--- src/rtl/core/rbgt_pkg.sv ---
`timescale 1ns / 1ps

package rbgt_pkg;

    // Bank size and time counter width
    localparam int CHANNELS  = 4;
    localparam int TIME_BITS = 32;
    localparam int CFG_BITS  = 32;
    localparam int CMP_BITS  = (TIME_BITS > CFG_BITS) ? TIME_BITS : CFG_BITS;
    localparam int MASK_BITS = 4;
    localparam int REGS      = 8;
    localparam int IDX_BITS  = $clog2(REGS);

    localparam logic [CFG_BITS-1:0] MAX_ON_RESET = CFG_BITS'(3000);

    typedef logic [TIME_BITS-1:0] time_t;
    typedef logic [CFG_BITS-1:0]  cfg_t;
    typedef logic [2:0]           req_t;
    typedef logic [2:0]           chan_t;
    typedef logic [1:0]           status_t;
    typedef logic [MASK_BITS-1:0] mask_t;

    // Request codes
    localparam req_t REQ_TICK    = 3'd0;
    localparam req_t REQ_ON      = 3'd1;
    localparam req_t REQ_OFF     = 3'd2;
    localparam req_t REQ_SET_ALL = 3'd3;

    // Status codes
    localparam status_t ST_OK        = 2'd0;
    localparam status_t ST_BAD_CHAN  = 2'd1;
    localparam status_t ST_BUSY      = 2'd2;
    localparam status_t ST_BAD_CMD   = 2'd3;

    // Register indexes
    localparam logic [IDX_BITS-1:0] REG_MAX_ON_BASE  = IDX_BITS'(0);
    localparam logic [IDX_BITS-1:0] REG_MIN_OFF_BASE = IDX_BITS'(4);

    // Decoded item broadcast to every channel
    typedef struct packed {
        logic  fire;
        logic  tick;
        logic  set_all;
        logic  on_cmd;
        logic  off_cmd;
        logic  level;
        time_t time_now;
        time_t time_tick;
    } chan_ctrl_t;

endpackage

--- src/rtl/core/rbgt_if.sv ---
`timescale 1ns / 1ps

interface rbgt_req_if;
    logic                  valid;
    logic                  ready;
    rbgt_pkg::req_t        req_type;
    rbgt_pkg::chan_t       channel;
    logic                  level;

    modport source (output valid, output req_type, output channel, output level, input ready);
    modport sink   (input valid, input req_type, input channel, input level, output ready);
endinterface

interface rbgt_rsp_if;
    logic                  valid;
    logic                  ready;
    rbgt_pkg::status_t     status;
    rbgt_pkg::mask_t       channel_states;
    rbgt_pkg::mask_t       drive_levels;
    rbgt_pkg::mask_t       auto_off_mask;

    modport source (output valid, output status, output channel_states,
                    output drive_levels, output auto_off_mask, input ready);
    modport sink   (input valid, input status, input channel_states,
                    input drive_levels, input auto_off_mask, output ready);
endinterface

--- src/rtl/core/relay_bank_guarded_timer.sv ---
`timescale 1ns / 1ps

// Relay bank with guarded on/off timing.
// Items pass through the input register and then the result register, one item per cycle
// when not stalled; each item is decoded and applied to all channels in one pass.
// Reset: time counter, relay states and change stamps clear; maximum on times load 3000,
// minimum off times load 0. The input stalls only while both registers hold items and the
// result is not taken.

module relay_bank_guarded_timer (
    input  logic                                clk,
    input  logic                                rst_n,
    rbgt_req_if.sink                            req,
    rbgt_rsp_if.source                          rsp,
    input  logic                                cfg_we,
    input  logic [rbgt_pkg::IDX_BITS-1:0]       cfg_index,
    input  rbgt_pkg::cfg_t                      cfg_data
);

    localparam int CH = rbgt_pkg::CHANNELS;

    rbgt_pkg::cfg_t        max_on_reg  [CH];
    rbgt_pkg::cfg_t        min_off_reg [CH];
    rbgt_pkg::time_t       time_reg;

    logic                  in_valid_reg;
    rbgt_pkg::req_t        in_req_reg;
    rbgt_pkg::chan_t       in_chan_reg;
    logic                  in_level_reg;

    logic                  out_valid_reg;
    rbgt_pkg::status_t     status_reg;
    rbgt_pkg::mask_t       states_reg;
    rbgt_pkg::mask_t       auto_reg;

    logic                  advance;
    logic                  chan_ok;
    logic [1:0]            chan_idx;
    rbgt_pkg::chan_ctrl_t  ctrl;
    rbgt_pkg::status_t     status_next;
    rbgt_pkg::mask_t       states_next;
    rbgt_pkg::mask_t       auto_next;
    rbgt_pkg::mask_t       busy_vec;

    // Handshake: stage one moves on whenever the result register is empty or its result is taken
    assign advance   = in_valid_reg && (!out_valid_reg || rsp.ready);
    assign req.ready = !in_valid_reg || advance;

    // Configuration writes
    always_ff @(posedge clk or negedge rst_n)
    begin
        if (!rst_n)
        begin
            for (int i = 0; i < CH; i++)
            begin
                max_on_reg[i]  <= rbgt_pkg::MAX_ON_RESET;
                min_off_reg[i] <= '0;
            end
        end
        else if (cfg_we)
        begin
            for (int i = 0; i < CH; i++)
            begin
                if (cfg_index == rbgt_pkg::REG_MAX_ON_BASE + rbgt_pkg::IDX_BITS'(i))
                    max_on_reg[i] <= cfg_data;
                if (cfg_index == rbgt_pkg::REG_MIN_OFF_BASE + rbgt_pkg::IDX_BITS'(i))
                    min_off_reg[i] <= cfg_data;
            end
        end
    end

    // Input register
    always_ff @(posedge clk or negedge rst_n)
    begin
        if (!rst_n)
            in_valid_reg <= 1'b0;
        else if (req.ready)
            in_valid_reg <= req.valid;
    end

    always_ff @(posedge clk)
    begin
        if (req.valid && req.ready)
        begin
            in_req_reg   <= req.req_type;
            in_chan_reg  <= req.channel;
            in_level_reg <= req.level;
        end
    end

    // Decode the held item
    assign chan_ok  = (in_chan_reg >= 3'd1) && (in_chan_reg <= 3'(CH));
    assign chan_idx = 2'(in_chan_reg - 3'd1);

    always_comb
    begin
        ctrl.fire      = advance;
        ctrl.tick      = (in_req_reg == rbgt_pkg::REQ_TICK);
        ctrl.set_all   = (in_req_reg == rbgt_pkg::REQ_SET_ALL);
        ctrl.on_cmd    = (in_req_reg == rbgt_pkg::REQ_ON) && chan_ok;
        ctrl.off_cmd   = (in_req_reg == rbgt_pkg::REQ_OFF) && chan_ok;
        ctrl.level     = in_level_reg;
        ctrl.time_now  = time_reg;
        ctrl.time_tick = time_reg + rbgt_pkg::TIME_BITS'(1);
    end

    // Channel slices
    for (genvar g = 0; g < rbgt_pkg::MASK_BITS; g++)
    begin : g_chan
        if (g < CH)
        begin : g_present
            rbgt_chan u_chan (
                .clk      (clk),
                .rst_n    (rst_n),
                .ctrl     (ctrl),
                .sel      (chan_idx == 2'(g)),
                .max_on   (max_on_reg[g]),
                .min_off  (min_off_reg[g]),
                .on_next  (states_next[g]),
                .busy     (busy_vec[g]),
                .auto_off (auto_next[g])
            );
        end
        else
        begin : g_absent
            assign states_next[g] = 1'b0;
            assign busy_vec[g]    = 1'b0;
            assign auto_next[g]   = 1'b0;
        end
    end

    // Status for the held item
    always_comb
    begin
        case (in_req_reg)
            rbgt_pkg::REQ_TICK,
            rbgt_pkg::REQ_SET_ALL: status_next = rbgt_pkg::ST_OK;
            rbgt_pkg::REQ_ON:
            begin
                if (!chan_ok)
                    status_next = rbgt_pkg::ST_BAD_CHAN;
                else if (busy_vec[chan_idx])
                    status_next = rbgt_pkg::ST_BUSY;
                else
                    status_next = rbgt_pkg::ST_OK;
            end
            rbgt_pkg::REQ_OFF:
                status_next = chan_ok ? rbgt_pkg::ST_OK : rbgt_pkg::ST_BAD_CHAN;
            default:
                status_next = chan_ok ? rbgt_pkg::ST_BAD_CMD : rbgt_pkg::ST_BAD_CHAN;
        endcase
    end

    // Advance time on ticks
    always_ff @(posedge clk or negedge rst_n)
    begin
        if (!rst_n)
            time_reg <= '0;
        else if (advance && ctrl.tick)
            time_reg <= ctrl.time_tick;
    end

    // Result register
    always_ff @(posedge clk or negedge rst_n)
    begin
        if (!rst_n)
            out_valid_reg <= 1'b0;
        else if (advance)
            out_valid_reg <= 1'b1;
        else if (rsp.ready)
            out_valid_reg <= 1'b0;
    end

    always_ff @(posedge clk)
    begin
        if (advance)
        begin
            status_reg <= status_next;
            states_reg <= states_next;
            auto_reg   <= ctrl.tick ? auto_next : '0;
        end
    end

    assign rsp.valid          = out_valid_reg;
    assign rsp.status         = status_reg;
    assign rsp.channel_states = states_reg;
    assign rsp.drive_levels   = ~states_reg;
    assign rsp.auto_off_mask  = auto_reg;

endmodule

--- src/rtl/core/rbgt_chan.sv ---
`timescale 1ns / 1ps

module rbgt_chan (
    input  logic                 clk,
    input  logic                 rst_n,
    input  rbgt_pkg::chan_ctrl_t ctrl,
    input  logic                 sel,
    input  rbgt_pkg::cfg_t       max_on,
    input  rbgt_pkg::cfg_t       min_off,
    output logic                 on_next,
    output logic                 busy,
    output logic                 auto_off
);

    logic            on_reg;
    rbgt_pkg::time_t stamp_reg;
    rbgt_pkg::time_t stamp_next;
    rbgt_pkg::time_t dt_tick;
    rbgt_pkg::time_t dt_now;
    logic            guard_hit;

    // Elapsed times, wrapping
    assign dt_tick = ctrl.time_tick - stamp_reg;
    assign dt_now  = ctrl.time_now - stamp_reg;

    assign auto_off = ctrl.tick && on_reg && (max_on != '0)
                      && (rbgt_pkg::CMP_BITS'(dt_tick) >= rbgt_pkg::CMP_BITS'(max_on));

    assign guard_hit = !on_reg && (min_off != '0) && (stamp_reg != '0)
                       && (rbgt_pkg::CMP_BITS'(dt_now) < rbgt_pkg::CMP_BITS'(min_off));
    assign busy = guard_hit;

    // Next state for this channel
    always_comb
    begin
        on_next    = on_reg;
        stamp_next = stamp_reg;
        if (ctrl.tick)
        begin
            if (auto_off)
            begin
                on_next    = 1'b0;
                stamp_next = ctrl.time_tick;
            end
        end
        else if (ctrl.set_all)
        begin
            if (on_reg != ctrl.level)
            begin
                on_next    = ctrl.level;
                stamp_next = ctrl.time_now;
            end
        end
        else if (ctrl.on_cmd && sel)
        begin
            if (!guard_hit && !on_reg)
            begin
                on_next    = 1'b1;
                stamp_next = ctrl.time_now;
            end
        end
        else if (ctrl.off_cmd && sel)
        begin
            if (on_reg)
            begin
                on_next    = 1'b0;
                stamp_next = ctrl.time_now;
            end
        end
    end

    // Commit state when an item executes
    always_ff @(posedge clk or negedge rst_n)
    begin
        if (!rst_n)
        begin
            on_reg    <= 1'b0;
            stamp_reg <= '0;
        end
        else if (ctrl.fire)
        begin
            on_reg    <= on_next;
            stamp_reg <= stamp_next;
        end
    end

endmodule
--- src/flat_wrapper.sv ---
// flat-port wrapper written by rule: the top's interface ports become plain ports
module relay_bank_guarded_timer_flat 
  (clk, rst_n, cfg_we, cfg_index, cfg_data, req_valid, req_req_type, req_channel, req_level, req_ready, rsp_valid, rsp_status, rsp_channel_states, rsp_drive_levels, rsp_auto_off_mask, rsp_ready);
  rbgt_req_if req_i ();
  rbgt_rsp_if rsp_i ();
  input  logic clk;
  input  logic rst_n;
  input  logic cfg_we;
  input  logic [rbgt_pkg::IDX_BITS-1:0] cfg_index;
  input  rbgt_pkg::cfg_t cfg_data;
  input wire logic [$bits(req_i.valid)-1:0] req_valid;
  input wire logic [$bits(req_i.req_type)-1:0] req_req_type;
  input wire logic [$bits(req_i.channel)-1:0] req_channel;
  input wire logic [$bits(req_i.level)-1:0] req_level;
  output wire logic [$bits(req_i.ready)-1:0] req_ready;
  output wire logic [$bits(rsp_i.valid)-1:0] rsp_valid;
  output wire logic [$bits(rsp_i.status)-1:0] rsp_status;
  output wire logic [$bits(rsp_i.channel_states)-1:0] rsp_channel_states;
  output wire logic [$bits(rsp_i.drive_levels)-1:0] rsp_drive_levels;
  output wire logic [$bits(rsp_i.auto_off_mask)-1:0] rsp_auto_off_mask;
  input wire logic [$bits(rsp_i.ready)-1:0] rsp_ready;
  assign req_i.valid = req_valid;
  assign req_i.req_type = req_req_type;
  assign req_i.channel = req_channel;
  assign req_i.level = req_level;
  assign req_ready = req_i.ready;
  assign rsp_valid = rsp_i.valid;
  assign rsp_status = rsp_i.status;
  assign rsp_channel_states = rsp_i.channel_states;
  assign rsp_drive_levels = rsp_i.drive_levels;
  assign rsp_auto_off_mask = rsp_i.auto_off_mask;
  assign rsp_i.ready = rsp_ready;
  relay_bank_guarded_timer u_core (.clk(clk), .rst_n(rst_n), .req(req_i), .rsp(rsp_i), .cfg_we(cfg_we), .cfg_index(cfg_index), .cfg_data(cfg_data));
endmodule
--- config.mk ---
export PLATFORM = sky130hd
export DESIGN_NAME = relay_bank_guarded_timer_flat
export DESIGN_NICKNAME = d
export VERILOG_FILES = /design/src/rtl/core/rbgt_pkg.sv /design/src/rtl/core/rbgt_if.sv /design/src/rtl/core/relay_bank_guarded_timer.sv /design/src/rtl/core/rbgt_chan.sv /design/src/flat_wrapper.sv
export SDC_FILE = /design/constraint.sdc
export NUM_CORES = 2
export LEC_CHECK = 0
export BUFFER_PORTS_ARGS = -buffer_cell sky130_fd_sc_hd__buf_2
export CORE_ASPECT_RATIO = 0.9
export CORE_MARGIN = 5
export CORE_UTILIZATION = 45
export DETAILED_ROUTE_END_ITERATION = 8
export PLACE_DENSITY_LB_ADDON = 0.15
export SYNTH_ARGS = -nofsm -noshare
export SYNTH_HDL_FRONTEND = slang
export SYNTH_SLANG_ARGS = --single-unit
--- constraint.sdc ---
create_clock -name clk -period 6.5 [get_ports clk]
set_input_delay 0.325 -clock clk [delete_from_list [all_inputs] [get_ports clk]]
set_output_delay 0.325 -clock clk [all_outputs]
set_load 0.01 [all_outputs]
Yosys cells after proc, flatten, opt, wreduce, memory -nomap -nowiden
Index checks and enable logic that the tools add are counted.

cells by class
  $add $sub $neg = 10
  $lt $le $gt $ge = 11
  equality and inequality tests = 29
  mux-type cells = 69
  bitwise gates (word level) = 1
  reduce and logical (&&, ||, !) cells = 91

operators by type and width
  operator                                                number
  2-to-1 mux 32 bit                                       32
  nonzero test 32 bit                                     12
  subtractor 32 bit                                       8
  greater-or-equal comparator 32 bit                      4
  < comparator 32 bit                                     4
  logical AND 1 bit                                       42
  adder 32 x 1 -> 32 bit (second input constant)          1
  2-to-1 mux 1 bit                                        32
  nonzero test 4 bit                                      8
  AND reduction 6 bit                                     4
  inequality test 4 x 1 -> 1 bit (second input constant)  4
  AND reduction 2 bit                                     8
  == test 3 x 2 -> 1 bit (second input constant)          4
  == test 3 bit (second input constant)                   4
  inequality test 3 x 2 -> 1 bit (second input constant)  4
  zero test 1 bit                                         10
  inequality test 2 bit (second input constant)           4
  == test 3 x 1 -> 1 bit (second input constant)          2
  zero test 3 bit                                         2
  2-to-1 mux 2 bit                                        3
  case mux 2 bit (3 select lines)                         1
  == test 2 bit (second input constant)                   2
  inequality test 1 bit                                   4
  inverter 4 bit                                          1
  other kinds (10)                                        11

storage, ports and cells
  bits in registers = 439
  word-level logic and storage cells = 236

Depth between registers and ports, before layout
  depth in word-level cells = 10
  mapped depth = 32
  gate-level depth less buffers = 30

Cells and area by module
From an unflattened synthesis, not the netlist that was laid out.

second synthesis, totals
  cells, all modules = 4,162
  area, all modules = 39,107.5 um^2

by module, submodules not included
  module                                             instances  cells an instance  area each (um^2)
  rbgt_chan (u_core.g_chan[1].g_present.u_chan ...)  2          836                6,734.0
  relay_bank_guarded_timer                           1          809                12,319.3
  rbgt_chan (u_core.g_chan[3].g_present.u_chan)      1          855                6,712.7
  rbgt_chan (u_core.g_chan[0].g_present.u_chan)      1          826                6,607.6

Worst setup path after synthesis
Ideal clock, no wire load.

  path type = register to register
  start point = register u_core.time_reg[1]
  end point = register u_core.g_chan[1].g_present.u_chan.stamp_reg[10]
  library setup time = 125 ps
  arrival time = 6,475 ps
  slack = -99 ps
  cell stages (with the launch flop) = 29
  cell sequence = dfrtp_1 ha_1 and3_1 nand3_1 nor2_1 and3_1 nand3_1 inv_1 nand3_1 xnor2_1 ha_1 a21oi_1 a21oi_1 or2_2 a2bb2oi_1 o21ai_0 a311oi_1 o21ai_0 a221oi_1 nor4b_1 a311o_1 ha_1 nand4_1 a211oi_1 a21oi_1 and2_1 a211oi_1 buf_2 mux2_2

RTL lines
  item                      RTL line                         source
  start: declaration        relay_bank_guarded_timer.sv:24   rbgt_pkg::time_t time_reg;
  start signal: assignment  relay_bank_guarded_timer.sv:160  time_reg <= ctrl.time_tick;
  end signal: assignment    rbgt_chan.sv:83                  stamp_reg <= stamp_next;
  end: declaration          rbgt_chan.sv:16                  rbgt_pkg::time_t stamp_reg;

==> summary.md <==
| Metric | Value |
|---|---|
| Run status | finished clean |
| Synth Instances | 4089 |
| Fmax | around 160 MHz |
| Slowest-stage cell, CP | dfrtp_1 |
| Pwr Density | between 500 and 600 mW/mm^2 |
| Hold Crit Class | in -> reg |
| Clk buf depth | 3 |
| Overflow after GRT | 0 |
| Leak | between 20 and 25 nW |
| Crit path from | u_core.time_reg[0] |
| Most frequent cells in the layout | ha_1, inv_1, dfrtp_1, o21ai_0, nand2_1 |
| Synth top area share | ~27% |
| Synth Flop Type | dfrtp_1 |
| GR met2 Demand/Resource | 40.6% |
| Gr usage total | 27.8% |
| Area delta synth->final | 14.3% |
| CTS tree | yes |
| Final period util | 97.0% |
| Hold Path Origin | cfg_data[3] |
| Peak VDD IR | 0.308 mV |
| Worst slew pin tran | 1.28 ns |
| Yosys warnings | 0 |
| Setup Viol. Count Final | 0 |
| Synth area leader | dfrtp_1 |
| Synthesized area | 0.0368 mm^2 |
| Final wirelength | 127 mm |
| Core Region | ~0.081 mm^2 |
| Crit Path Max Fanout | 8 |
| Ys async rst share | around 96% |
| CP Capture Type | register |
| #FFs+latches synth | roughly 440 |
| Worst-Skew Late Latency | roughly 0.64 ns |
| Final Hold Fails | 0 |
| Initial antenna violation count | 7 |
| Clock share of power | about an eighth |
| CP Buf/Inv Count | 5 |
| Post-Syn Nets | approximately 4700 |
| Initial core utilization | between 40% and 50% |
| CTS Root Cell | clkbuf_16 |
| First-pass GRT wire length | approximately 180 mm |
| Clock slew at reported path FFs | around 0.06 ns |
| Worst R2R Start | u_core.time_reg[0] |
| CP peak stage delay | ~0.39 ns |
| DR vias | approximately 31000 |
| Most common cell after layout, fill and taps aside | ha_1 |
| Layout cells sized above 1 | about 17% |
| Vias in the first global route | between 30000 and 40000 |
| Layout net count | 4874 |
| Final Max Slew Viols | 0 |
| WP data required | roughly 7 ns |
| Fin Clk Skew | between 0.03 and 0.04 ns |
| First drt pass iteration count | 5 |
| Switch share | a little under half |
| Relative slew slack | about 14% |
| Setup WS pre-CTS | -0.124 ns |
| DR WL/cell | about 23 um |
| Worst setup margin | about 0.19 ns |
| Flop pwr share | roughly 15% |
| Routability cong. | 0.960 |
| DIE AREA | between 0.08 and 0.09 mm^2 |
| Synth unique cells | 80 |
| Routed Antenna Nets | 0 |
| Post-route DRC | 0 |
| Most area-consuming cells after synthesis | dfrtp_1, ha_1, mux2_2 |
| Net Switching | approximately 0.011 W |
| M1 GR Usage | 40.2% |
| Rows | 99 |
| Vias per cell | approximately 5.8 |
| Largest net degree at the start of global routing | about 120 |
| Avg Inst Size Synth | ~9.0 um^2 |
| Worst EP arrival | between 6 and 7 ns |
| Chip height | 281 um |
| Post-synthesis sequential area ratio | 30.2% |
| Post-DP Area | between 0.03 and 0.04 mm^2 |
| Logic pwr share | a little under three quarters |
| Final min period | 6.31 ns |
| Starting DRT DRC Count | 2600 |
| Total power | ~0.024 W |
| Post-synth EDFFs | 17 |
| IO Pins | 63 |
| Htree depth | 2 |
| CTS Buf Count | 52 |
| Max cap viols | 0 |
| Internal Power | ~0.013 W |
| Die width | 311 um |
| Crit path kind | reg -> reg |
| Top Usage Layer GRT | met2 |
| Top delay family on crit path | compound AO/OA/AOI/OAI gates |
| TritonCTS Sinks | approximately 440 |
| Count of port buffers added during placement | 62 |
| DP HPWL | roughly 100 mm |
| CP startpoint kind | register |
| Met3 usage in global routing | 5.44% |
| Final Cell Area | 0.0421 mm^2 |
[power by group through the flow]
stage                     Combinational, W  Clock, W  Sequential [W]
final                               0.0170   0.00313         0.00360
after global routing                0.0188   0.00330         0.00365
after CTS                           0.0164   0.00320         0.00359
after detailed placement            0.0163         0         0.00364
after global placement              0.0161         0         0.00363
after floorplan                     0.0113         0         0.00349
[worst reg2reg max path: cells and delay by family (launching register included)]
kind            cells  cell delay (ns)
buf+inv             5             0.72
compound gates     12             2.15
simple gates       11             1.61
fa+ha+maj           3             0.68
xor+xnor            2             0.28
flops               1             0.39
mux                 1             0.34
[area by class of cell]
| class | count | area (um^2) |
|---|---|---|
| fill | 7604 | 39100 |
| multi-input combinational | 3094 | 24100 |
| sequential | 439 | 11100 |
| timing repair buffer | 264 | 2070 |
| inverter | 455 | 1710 |
| clock buffer | 69 | 1440 |
| tap | 1060 | 1330 |
| clock inverter | 28 | 355 |
| antenna | 3 | 7.51 |
[what timing repair did]
| action | 4_1_cts | 5_1_grt |
|---|---|---|
| hold buffers | 11 | 0 |
| buffers inserted | 1 | 9 |
| gates resized for setup | 4 | 94 |
| pin swaps | 2 | 32 |
| hold endpoints to repair | 73 | 0 |
| setup endpoints to repair | 57 | 133 |
| cloned | 1 | 6 |
[per-layer routing]
metal | wire length (um) | up-vias
li1 | - | 15100
met1 | 59000 | 15200
met2 | 52000 | 991
met3 | 9440 | 207
met4 | 6120 | 0
met5 | 0 | -
[synth_stat cells, types with 50 or more instances]
cell and instances:
inv_1 455, xnor2_1 198, nand3_1 60, a21o_1 185
nor2_1 209, ha_1 513, nor2b_1 51, xor2_1 116
dfrtp_1 394, nand4_1 91, nor3_1 53, o21ai_0 280
nand2_1 271, mux2_2 259, nor4_1 103, a21oi_1 269
nand2b_1 50, clkbuf_1 79
[cell families (layout without fill, tap and decap cells)]
logic type,Yosys count,after routing,synth area share (%)
mux,259,259,7.92
flops,439,439,30.2
fa+ha+maj,521,521,17.9
simple gates,966,966,12.9
compound gates,1034,1034,17.9
buf+inv,556,816,5.71
other cells,0,3,0
xor+xnor,314,314,7.47
[final timing paths]
path,endpoint,depth (start not counted),slack (ns)
worst min-delay path,u_core.max_on_reg[35],3,0.09
worst min register to register,u_core.rsp.valid,1,0.49
max in group asynchronous,u_core.time_reg[3],3,4.86
min in group asynchronous,u_core.min_off_reg[27],2,0.24
worst max register to register,u_core.g_chan[0].g_present.u_chan.stamp_reg[0],34,0.19
worst max-delay path,u_core.g_chan[0].g_present.u_chan.stamp_reg[0],34,0.19
[per-stage QoR]
step	cells	util (%)	hold slack [ns]	TNS [ns]
after floorplan	4089	-	0.0294	0
after global placement	5284	48.7	0.321	-2.58
after detailed placement	5284	48.7	0.325	-3.58
after CTS	5394	51.1	0.0600	0
after global routing	5409	51.8	0.0940	-0.330
final	5412	51.9	0.0931	0
Power figures use the tool's default switching activity.
